--- src/rtl/biou_pkg.sv ---
`timescale 1ns / 1ps
// ----------------------------------------------------------------------------
// biou_pkg
// Shared widths, constants and word types for the box intersection over
// union pipeline.
// ----------------------------------------------------------------------------
package biou_pkg;

    // coordinate and fraction widths
    localparam int COORD_WIDTH = 12;
    localparam int FRAC_BITS   = 16;

    // derived widths
    localparam int AREA_WIDTH  = 2 * COORD_WIDTH;
    localparam int UNION_WIDTH = AREA_WIDTH + 1;
    localparam int RATIO_WIDTH = FRAC_BITS + 1;
    localparam int DIV_STEPS   = FRAC_BITS + 1;

    // ratio value that stands for 1.0
    localparam logic [RATIO_WIDTH-1:0] RATIO_ONE = RATIO_WIDTH'(1) << FRAC_BITS;

    typedef logic [COORD_WIDTH-1:0] coord_t;
    typedef logic [AREA_WIDTH-1:0]  area_t;
    typedef logic [UNION_WIDTH-1:0] union_t;
    typedef logic [RATIO_WIDTH-1:0] ratio_t;

    // input word: two boxes
    typedef struct packed {
        coord_t a_left;
        coord_t a_top;
        coord_t a_right;
        coord_t a_bottom;
        coord_t b_left;
        coord_t b_top;
        coord_t b_right;
        coord_t b_bottom;
    } box_pair_t;

    // output word
    typedef struct packed {
        ratio_t iou_ratio;
        logic   union_zero;
    } iou_result_t;

    // handoff from the area stages to the divider
    typedef struct packed {
        area_t  inter;
        union_t union_sum;
        logic   union_zero;
    } div_req_t;

endpackage

--- src/rtl/biou_area.sv ---
`timescale 1ns / 1ps
// ----------------------------------------------------------------------------
// biou_area
// Three register stages: box extents and overlap, the three area products,
// then the union sum and its zero flag.
// ----------------------------------------------------------------------------
module biou_area (
    input  logic                clk,
    input  logic                rst_n,
    input  logic                advance,
    input  logic                boxes_valid,
    input  biou_pkg::box_pair_t boxes,
    output logic                req_valid,
    output biou_pkg::div_req_t  req
);

    // absolute difference of two coordinates
    function automatic biou_pkg::coord_t abs_diff(input biou_pkg::coord_t x,
                                                  input biou_pkg::coord_t y);
        biou_pkg::coord_t d;
        if (x >= y)
            d = x - y;
        else
            d = y - x;
        return d;
    endfunction

    // overlap of two intervals, clamped at zero
    function automatic biou_pkg::coord_t overlap(input biou_pkg::coord_t lo1,
                                                 input biou_pkg::coord_t hi1,
                                                 input biou_pkg::coord_t lo2,
                                                 input biou_pkg::coord_t hi2);
        biou_pkg::coord_t lo;
        biou_pkg::coord_t hi;
        biou_pkg::coord_t d;
        lo = (lo1 > lo2) ? lo1 : lo2;
        hi = (hi1 < hi2) ? hi1 : hi2;
        d  = (hi > lo) ? (hi - lo) : '0;
        return d;
    endfunction

    logic valid1_reg;
    logic valid2_reg;
    logic valid3_reg;

    biou_pkg::coord_t dxa_reg, dya_reg, dxb_reg, dyb_reg, ox_reg, oy_reg;
    biou_pkg::area_t  area_a_reg, area_b_reg, inter2_reg;
    biou_pkg::div_req_t req_reg;
    biou_pkg::div_req_t req_next;

    // valid bits
    always_ff @(posedge clk or negedge rst_n)
    begin
        if (!rst_n)
        begin
            valid1_reg <= 1'b0;
            valid2_reg <= 1'b0;
            valid3_reg <= 1'b0;
        end
        else if (advance)
        begin
            valid1_reg <= boxes_valid;
            valid2_reg <= valid1_reg;
            valid3_reg <= valid2_reg;
        end
    end

    // union sum and zero flag
    always_comb
    begin
        req_next.inter      = inter2_reg;
        req_next.union_sum  = biou_pkg::union_t'(area_a_reg) + biou_pkg::union_t'(area_b_reg)
                              - biou_pkg::union_t'(inter2_reg);
        req_next.union_zero = (req_next.union_sum == '0);
    end

    // payload stages
    always_ff @(posedge clk)
    begin
        if (advance)
        begin
            dxa_reg <= abs_diff(boxes.a_right, boxes.a_left);
            dya_reg <= abs_diff(boxes.a_bottom, boxes.a_top);
            dxb_reg <= abs_diff(boxes.b_right, boxes.b_left);
            dyb_reg <= abs_diff(boxes.b_bottom, boxes.b_top);
            ox_reg  <= overlap(boxes.a_left, boxes.a_right, boxes.b_left, boxes.b_right);
            oy_reg  <= overlap(boxes.a_top, boxes.a_bottom, boxes.b_top, boxes.b_bottom);

            area_a_reg <= biou_pkg::area_t'(dxa_reg) * biou_pkg::area_t'(dya_reg);
            area_b_reg <= biou_pkg::area_t'(dxb_reg) * biou_pkg::area_t'(dyb_reg);
            inter2_reg <= biou_pkg::area_t'(ox_reg) * biou_pkg::area_t'(oy_reg);

            req_reg <= req_next;
        end
    end

    assign req_valid = valid3_reg;
    assign req       = req_reg;

endmodule

--- src/rtl/biou_div.sv ---
`timescale 1ns / 1ps
// ----------------------------------------------------------------------------
// biou_div
// Pipelined restoring divider: one quotient bit per register stage, giving
// floor(inter * 2^FRAC_BITS / union) in FRAC_BITS+1 stages.
// ----------------------------------------------------------------------------
module biou_div (
    input  logic                  clk,
    input  logic                  rst_n,
    input  logic                  advance,
    input  logic                  req_valid,
    input  biou_pkg::div_req_t    req,
    output logic                  result_valid,
    output biou_pkg::iou_result_t result
);

    localparam int STEPS = biou_pkg::DIV_STEPS;
    localparam int UW    = biou_pkg::UNION_WIDTH;
    localparam int RW    = biou_pkg::RATIO_WIDTH;

    logic                  valid_reg [STEPS];
    logic [UW-1:0]         rem_reg   [STEPS];
    logic [UW-1:0]         den_reg   [STEPS];
    logic [RW-1:0]         quo_reg   [STEPS];
    logic                  zero_reg  [STEPS];

    for (genvar i = 0; i < STEPS; i++)
    begin : g_step
        logic          valid_in;
        logic [UW-1:0] rem_in;
        logic [UW-1:0] den_in;
        logic [RW-1:0] quo_in;
        logic          zero_in;
        logic [UW:0]   trial;
        logic          take;
        logic [UW:0]   diff;
        logic [UW-1:0] rem_next;
        logic [RW-1:0] quo_next;

        // stage inputs
        if (i == 0)
        begin : g_first
            assign valid_in = req_valid;
            assign rem_in   = UW'(req.inter);
            assign den_in   = req.union_sum;
            assign quo_in   = '0;
            assign zero_in  = req.union_zero;
            assign trial    = {1'b0, rem_in};
        end
        else
        begin : g_next
            assign valid_in = valid_reg[i-1];
            assign rem_in   = rem_reg[i-1];
            assign den_in   = den_reg[i-1];
            assign quo_in   = quo_reg[i-1];
            assign zero_in  = zero_reg[i-1];
            assign trial    = {rem_in, 1'b0};
        end

        // compare and subtract
        assign take     = (trial >= {1'b0, den_in});
        assign diff     = trial - {1'b0, den_in};
        assign rem_next = take ? diff[UW-1:0] : trial[UW-1:0];

        // last stage forces the ratio to zero on an empty union
        if (i == STEPS - 1)
        begin : g_last
            assign quo_next = zero_in ? '0 : {quo_in[RW-2:0], take};
        end
        else
        begin : g_mid
            assign quo_next = {quo_in[RW-2:0], take};
        end

        // valid bit
        always_ff @(posedge clk or negedge rst_n)
        begin
            if (!rst_n)
                valid_reg[i] <= 1'b0;
            else if (advance)
                valid_reg[i] <= valid_in;
        end

        // payload
        always_ff @(posedge clk)
        begin
            if (advance)
            begin
                rem_reg[i]  <= rem_next;
                den_reg[i]  <= den_in;
                quo_reg[i]  <= quo_next;
                zero_reg[i] <= zero_in;
            end
        end
    end

    assign result_valid      = valid_reg[STEPS-1];
    assign result.iou_ratio  = quo_reg[STEPS-1];
    assign result.union_zero = zero_reg[STEPS-1];

endmodule

--- src/rtl/box_intersection_over_union.sv ---
`timescale 1ns / 1ps
// ----------------------------------------------------------------------------
// box_intersection_over_union
// Intersection over union of two axis-aligned boxes, fully pipelined.
// ----------------------------------------------------------------------------
// One box pair enters per clock unless boxes_stall is high: three stages
// form the extents, the area products and the union, then the restoring
// divider resolves one quotient bit per stage over FRAC_BITS + 1 stages. The
// whole pipeline moves as one; it holds only while a result word is shown
// and stalled, and then boxes_stall is high. The ratio is truncated,
// 1 << FRAC_BITS means 1.0, and an empty union gives union_zero with a zero
// ratio.
// ----------------------------------------------------------------------------
module box_intersection_over_union (
    input  logic                  clk,
    input  logic                  rst_n,
    input  logic                  boxes_valid,
    output logic                  boxes_stall,
    input  biou_pkg::box_pair_t   boxes,
    output logic                  result_valid,
    input  logic                  result_stall,
    output biou_pkg::iou_result_t result
);

    logic               advance;
    logic               req_valid;
    biou_pkg::div_req_t req;

    // pipeline moves unless the output word is held
    assign advance     = !(result_valid && result_stall);
    assign boxes_stall = !advance;

    // extents, areas and union
    biou_area u_area (
        .clk         (clk),
        .rst_n       (rst_n),
        .advance     (advance),
        .boxes_valid (boxes_valid),
        .boxes       (boxes),
        .req_valid   (req_valid),
        .req         (req)
    );

    // fraction divider
    biou_div u_div (
        .clk          (clk),
        .rst_n        (rst_n),
        .advance      (advance),
        .req_valid    (req_valid),
        .req          (req),
        .result_valid (result_valid),
        .result       (result)
    );

endmodule

--- config.mk ---
export PLATFORM = sky130hd
export DESIGN_NAME = box_intersection_over_union
export DESIGN_NICKNAME = d
export VERILOG_FILES = /design/src/rtl/biou_pkg.sv /design/src/rtl/biou_area.sv /design/src/rtl/biou_div.sv /design/src/rtl/box_intersection_over_union.sv
export SDC_FILE = /design/constraint.sdc
export NUM_CORES = 2
export LEC_CHECK = 0
export BUFFER_PORTS_ARGS = -buffer_cell sky130_fd_sc_hd__buf_2
export CAP_MARGIN = 20
export CORE_ASPECT_RATIO = 1.1
export CORE_MARGIN = 3
export CORE_UTILIZATION = 50
export CTS_BUF_LIST = sky130_fd_sc_hd__clkbuf_8
export CTS_CLUSTER_SIZE = 16
export DETAILED_ROUTE_END_ITERATION = 12
export GPL_ROUTABILITY_DRIVEN = 0
export GPL_TIMING_DRIVEN = 0
export PLACE_DENSITY = 0.66
export SETUP_SLACK_MARGIN = 0.05
export SYNTH_ARGS = -nofsm -noshare
export SYNTH_HDL_FRONTEND = slang
export SYNTH_HIERARCHICAL = 1
export SYNTH_SLANG_ARGS = --single-unit
--- constraint.sdc ---
create_clock -name clk -period 31.4 [get_ports clk]
set_clock_uncertainty 0.1 [all_clocks]
set_input_delay 1.57 -clock clk [delete_from_list [all_inputs] [get_ports clk]]
set_output_delay 1.57 -clock clk [all_outputs]
set_load 0.02 [all_outputs]
==> results.toml <==
[status]
outcome = "completed"

[place]
dpl.hpwl_mm = 156
placed_area_um2 = 88100
dp.cells = 10300
portBuffers = 119

[timing]
worstMarginPinSlew_ns = 1.11
finalMaxSlewViolations = 0
slew_headroom_pct = 24.4
period_minus_slack_ns = 6.32
fmax_ghz = 0.158
period_share_pct = 20.1
setup_violations = 0
rsz0062_at_grt = "false"
hold-worst-slack_ns = 0.305
finalHoldViolations = 0

[logic_synthesis]
ys_types = 109
synth_cells = 7924
synth_seq_area_share_pct = 42.1
async_flop_share_pct = 1.69
syn_area_um2 = 84200
ys_ff_latch = 1184
yosysWarnings = 6
synth_ff_type = "edfxtp_1"
syn-num-nets = 9170
synth-edff-count = 1164
syn_avg_cell_area_um2 = 10.6

[cts]
clkTransAtPathRegs_ns = 0.06
post-cts-setup-buffers = 0
post_cts_resized = 0
tritoncts = "yes"
cts_max_level = 4
numCtsBuffers = 194
root_buffer = "clkbuf_8"
clkSinkCount = 1184
hold_buffers = 0
clk_latency_ns = 0.92
cts_buffer_depth = 3

[setup_path]
cp.buffers_inverters = 4
r2r-start = "u_area/dxa_reg[2]"
endpoint_kind = "flop"
r2r_cells = 20
rrSetupSlack_ns = 25.09
critPathLaunchType = "primary input"
cp-startpoint = "boxes[13]"
critPathArrivalTime_ns = 6.87
r2r_end = "u_area/area_a_reg[21]"
crit_required_ns = 31.95
crit_path_top_delay_cell = "a221oi_1"
crit_fanout = 10
cpPeakStageDelay_ns = 0.38
cp_top_family = "compound AO/OA/AOI/OAI gates"
worstSetupPathType = "primary input to flop"
path_common_cell = "a21o_1"

[finish]
layout.cells.non_filler = 10600
final_nets = 9505
final_area_um2 = 91800
syn_to_final_growth_pct = 9.04
drive_gt1_share_pct = 8.11

[die]
die_h_um = 436
initial_core_util_pct = 50.4
dieWidth_um = 397
pin_count = 120
rows = 157
die-area_um2 = 173000
core_um2 = 167000

[drt]
post_drt_wl_per_cell_um = 18.6
first_pass_iters = 6
route.vias.total = 59300
drtIter0Drc = 3923
drcViolationCount = 0
ant_nets = 0
drt-total-wl_mm = 198
vias_per_cell = 5.58

[hold_path]
holdPathEnd = "u_div/quo_reg[0][69]"
holdPathStages = 0
min_from = "u_div/quo_reg[0][51]"
holdCritPathClass = "flop to flop"

[global_routing]
grt_pass1_vias = 59600
grt_use_total_pct = 22.8
grt.overflow.total = 0
grt_pass1_wl_mm = 315
antenna_found_initial = 5
grt_max_degree = 77

[flow_run]
maxCapViolations = 0
-- metrics by stage --
stage          setup TNS, ns  setup WS, ns  utilization, %
2_1_floorplan              0          1.92               -
3_3_place_gp        -8070.98         -7.20            52.5
3_5_place_dp               0         24.16            52.8
4_1_cts                    0         25.04            55.0
5_1_grt                    0         24.62            55.0
6_report                   0         25.08            55.0
-- worst max path at each step --
stage | to | slack [ns] | cells after the start
2_1_floorplan | u_area/req_valid | 1.92 | 2
3_3_place_gp | u_area/valid2_reg | -7.20 | 3
3_5_place_dp | u_area/ox_reg[10] | 24.16 | 25
4_1_cts | u_area/area_a_reg[23] | 25.04 | 19
5_1_grt | u_area/area_b_reg[20] | 24.62 | 19
6_report | u_area/ox_reg[5] | 25.08 | 25
-- synthesized netlist by cell type (19+ instances only) --
| cell type | number | area (µm²) |
|---|---|---|
| a211oi_1 | 64 | 480 |
| a21boi_0 | 19 | 143 |
| a21o_1 | 242 | 1820 |
| a21oi_1 | 467 | 2340 |
| a31oi_1 | 78 | 488 |
| and2_1 | 210 | 1310 |
| and3_1 | 49 | 307 |
| buf_2 | 22 | 110 |
| clkbuf_1 | 145 | 544 |
| dfrtp_1 | 20 | 500 |
| edfxtp_1 | 1164 | 35000 |
| fa_1 | 350 | 7010 |
| ha_1 | 796 | 9960 |
| inv_1 | 1162 | 4360 |
| mux2_2 | 154 | 1730 |
| mux2i_1 | 78 | 781 |
| nand2_1 | 625 | 2350 |
| nand2b_1 | 78 | 488 |
| nand3_1 | 86 | 430 |
| nand4_1 | 77 | 482 |
| nor2_1 | 371 | 1390 |
| nor2b_1 | 119 | 744 |
| nor3_1 | 120 | 601 |
| o211ai_1 | 28 | 210 |
| o21a_1 | 87 | 653 |
| o21ai_0 | 373 | 1870 |
| o21ai_1 | 29 | 145 |
| o21bai_1 | 59 | 443 |
| o31ai_1 | 44 | 330 |
| or2_2 | 30 | 188 |
| or3_1 | 33 | 206 |
| xnor2_1 | 262 | 2290 |
| xor2_1 | 162 | 1420 |
-- cell families after synthesis --
kind of cell / Yosys count / share of synthesized area (%)
mux: 251 / 3.31
flops: 1184 / 42.1
fa+ha+maj: 1146 / 20.1
compound gates: 1692 / 13.0
simple gates: 1878 / 10.9
buf+inv: 1348 / 6.13
xor+xnor: 425 / 4.43
-- metal layers --
layer	share of wire, %	global-route usage [%]
met2	49	39.3
met3	5.5	3.64
met4	5.1	11.0
met1	40	27.7
met5	0.0066	0
-- worst reg2reg max path, cell delays in order, from the launching register on --
cell and delay (ns):
edfxtp_1 0.50, clkbuf_1 0.49, nand2_1 0.16, fa_1 0.47, fa_1 0.56, inv_1 0.06, fa_1 0.46, fa_1 0.54
inv_1 0.05, fa_1 0.52, inv_1 0.04, ha_1 0.34, and3_1 0.24, nand3_1 0.09, a211o_1 0.27, a31oi_1 0.21
a21oi_1 0.11, o21bai_1 0.26, a21o_1 0.16, a21oi_1 0.07, xnor2_1 0.36
-- placed cells by master, fill, tap and decap left out, types with 119 or more instances in the layout --
cell type,n
and2_1,210
edfxtp_1,1164
a21oi_1,467
nor2b_1,119
xor2_1,162
nor2_1,371
xnor2_1,262
o21ai_0,373
clkbuf_1,145
mux2_2,154
clkbuf_8,201
a21o_1,242
fa_1,350
inv_1,1220
nor3_1,120
ha_1,796
buf_2,141
nand2_1,624
-- final cells by class --
class / instances / area (µm²)
Sequential cell: 1184 / 35500
Multi-Input combinational cell: 5392 / 43600
Inverter: 1164 / 4370
Clock inverter: 150 / 936
Tap cell: 2226 / 2790
Timing Repair Buffer: 139 / 1110
Fill cell: 14500 / 75200
Buffer: 184 / 795
Clock buffer: 201 / 2770
Antenna cell: 3 / 7.51
Power is left out: the tool's default activity adds up to more than one toggle a clock period on the data nets, which glitch-free logic cannot reach.
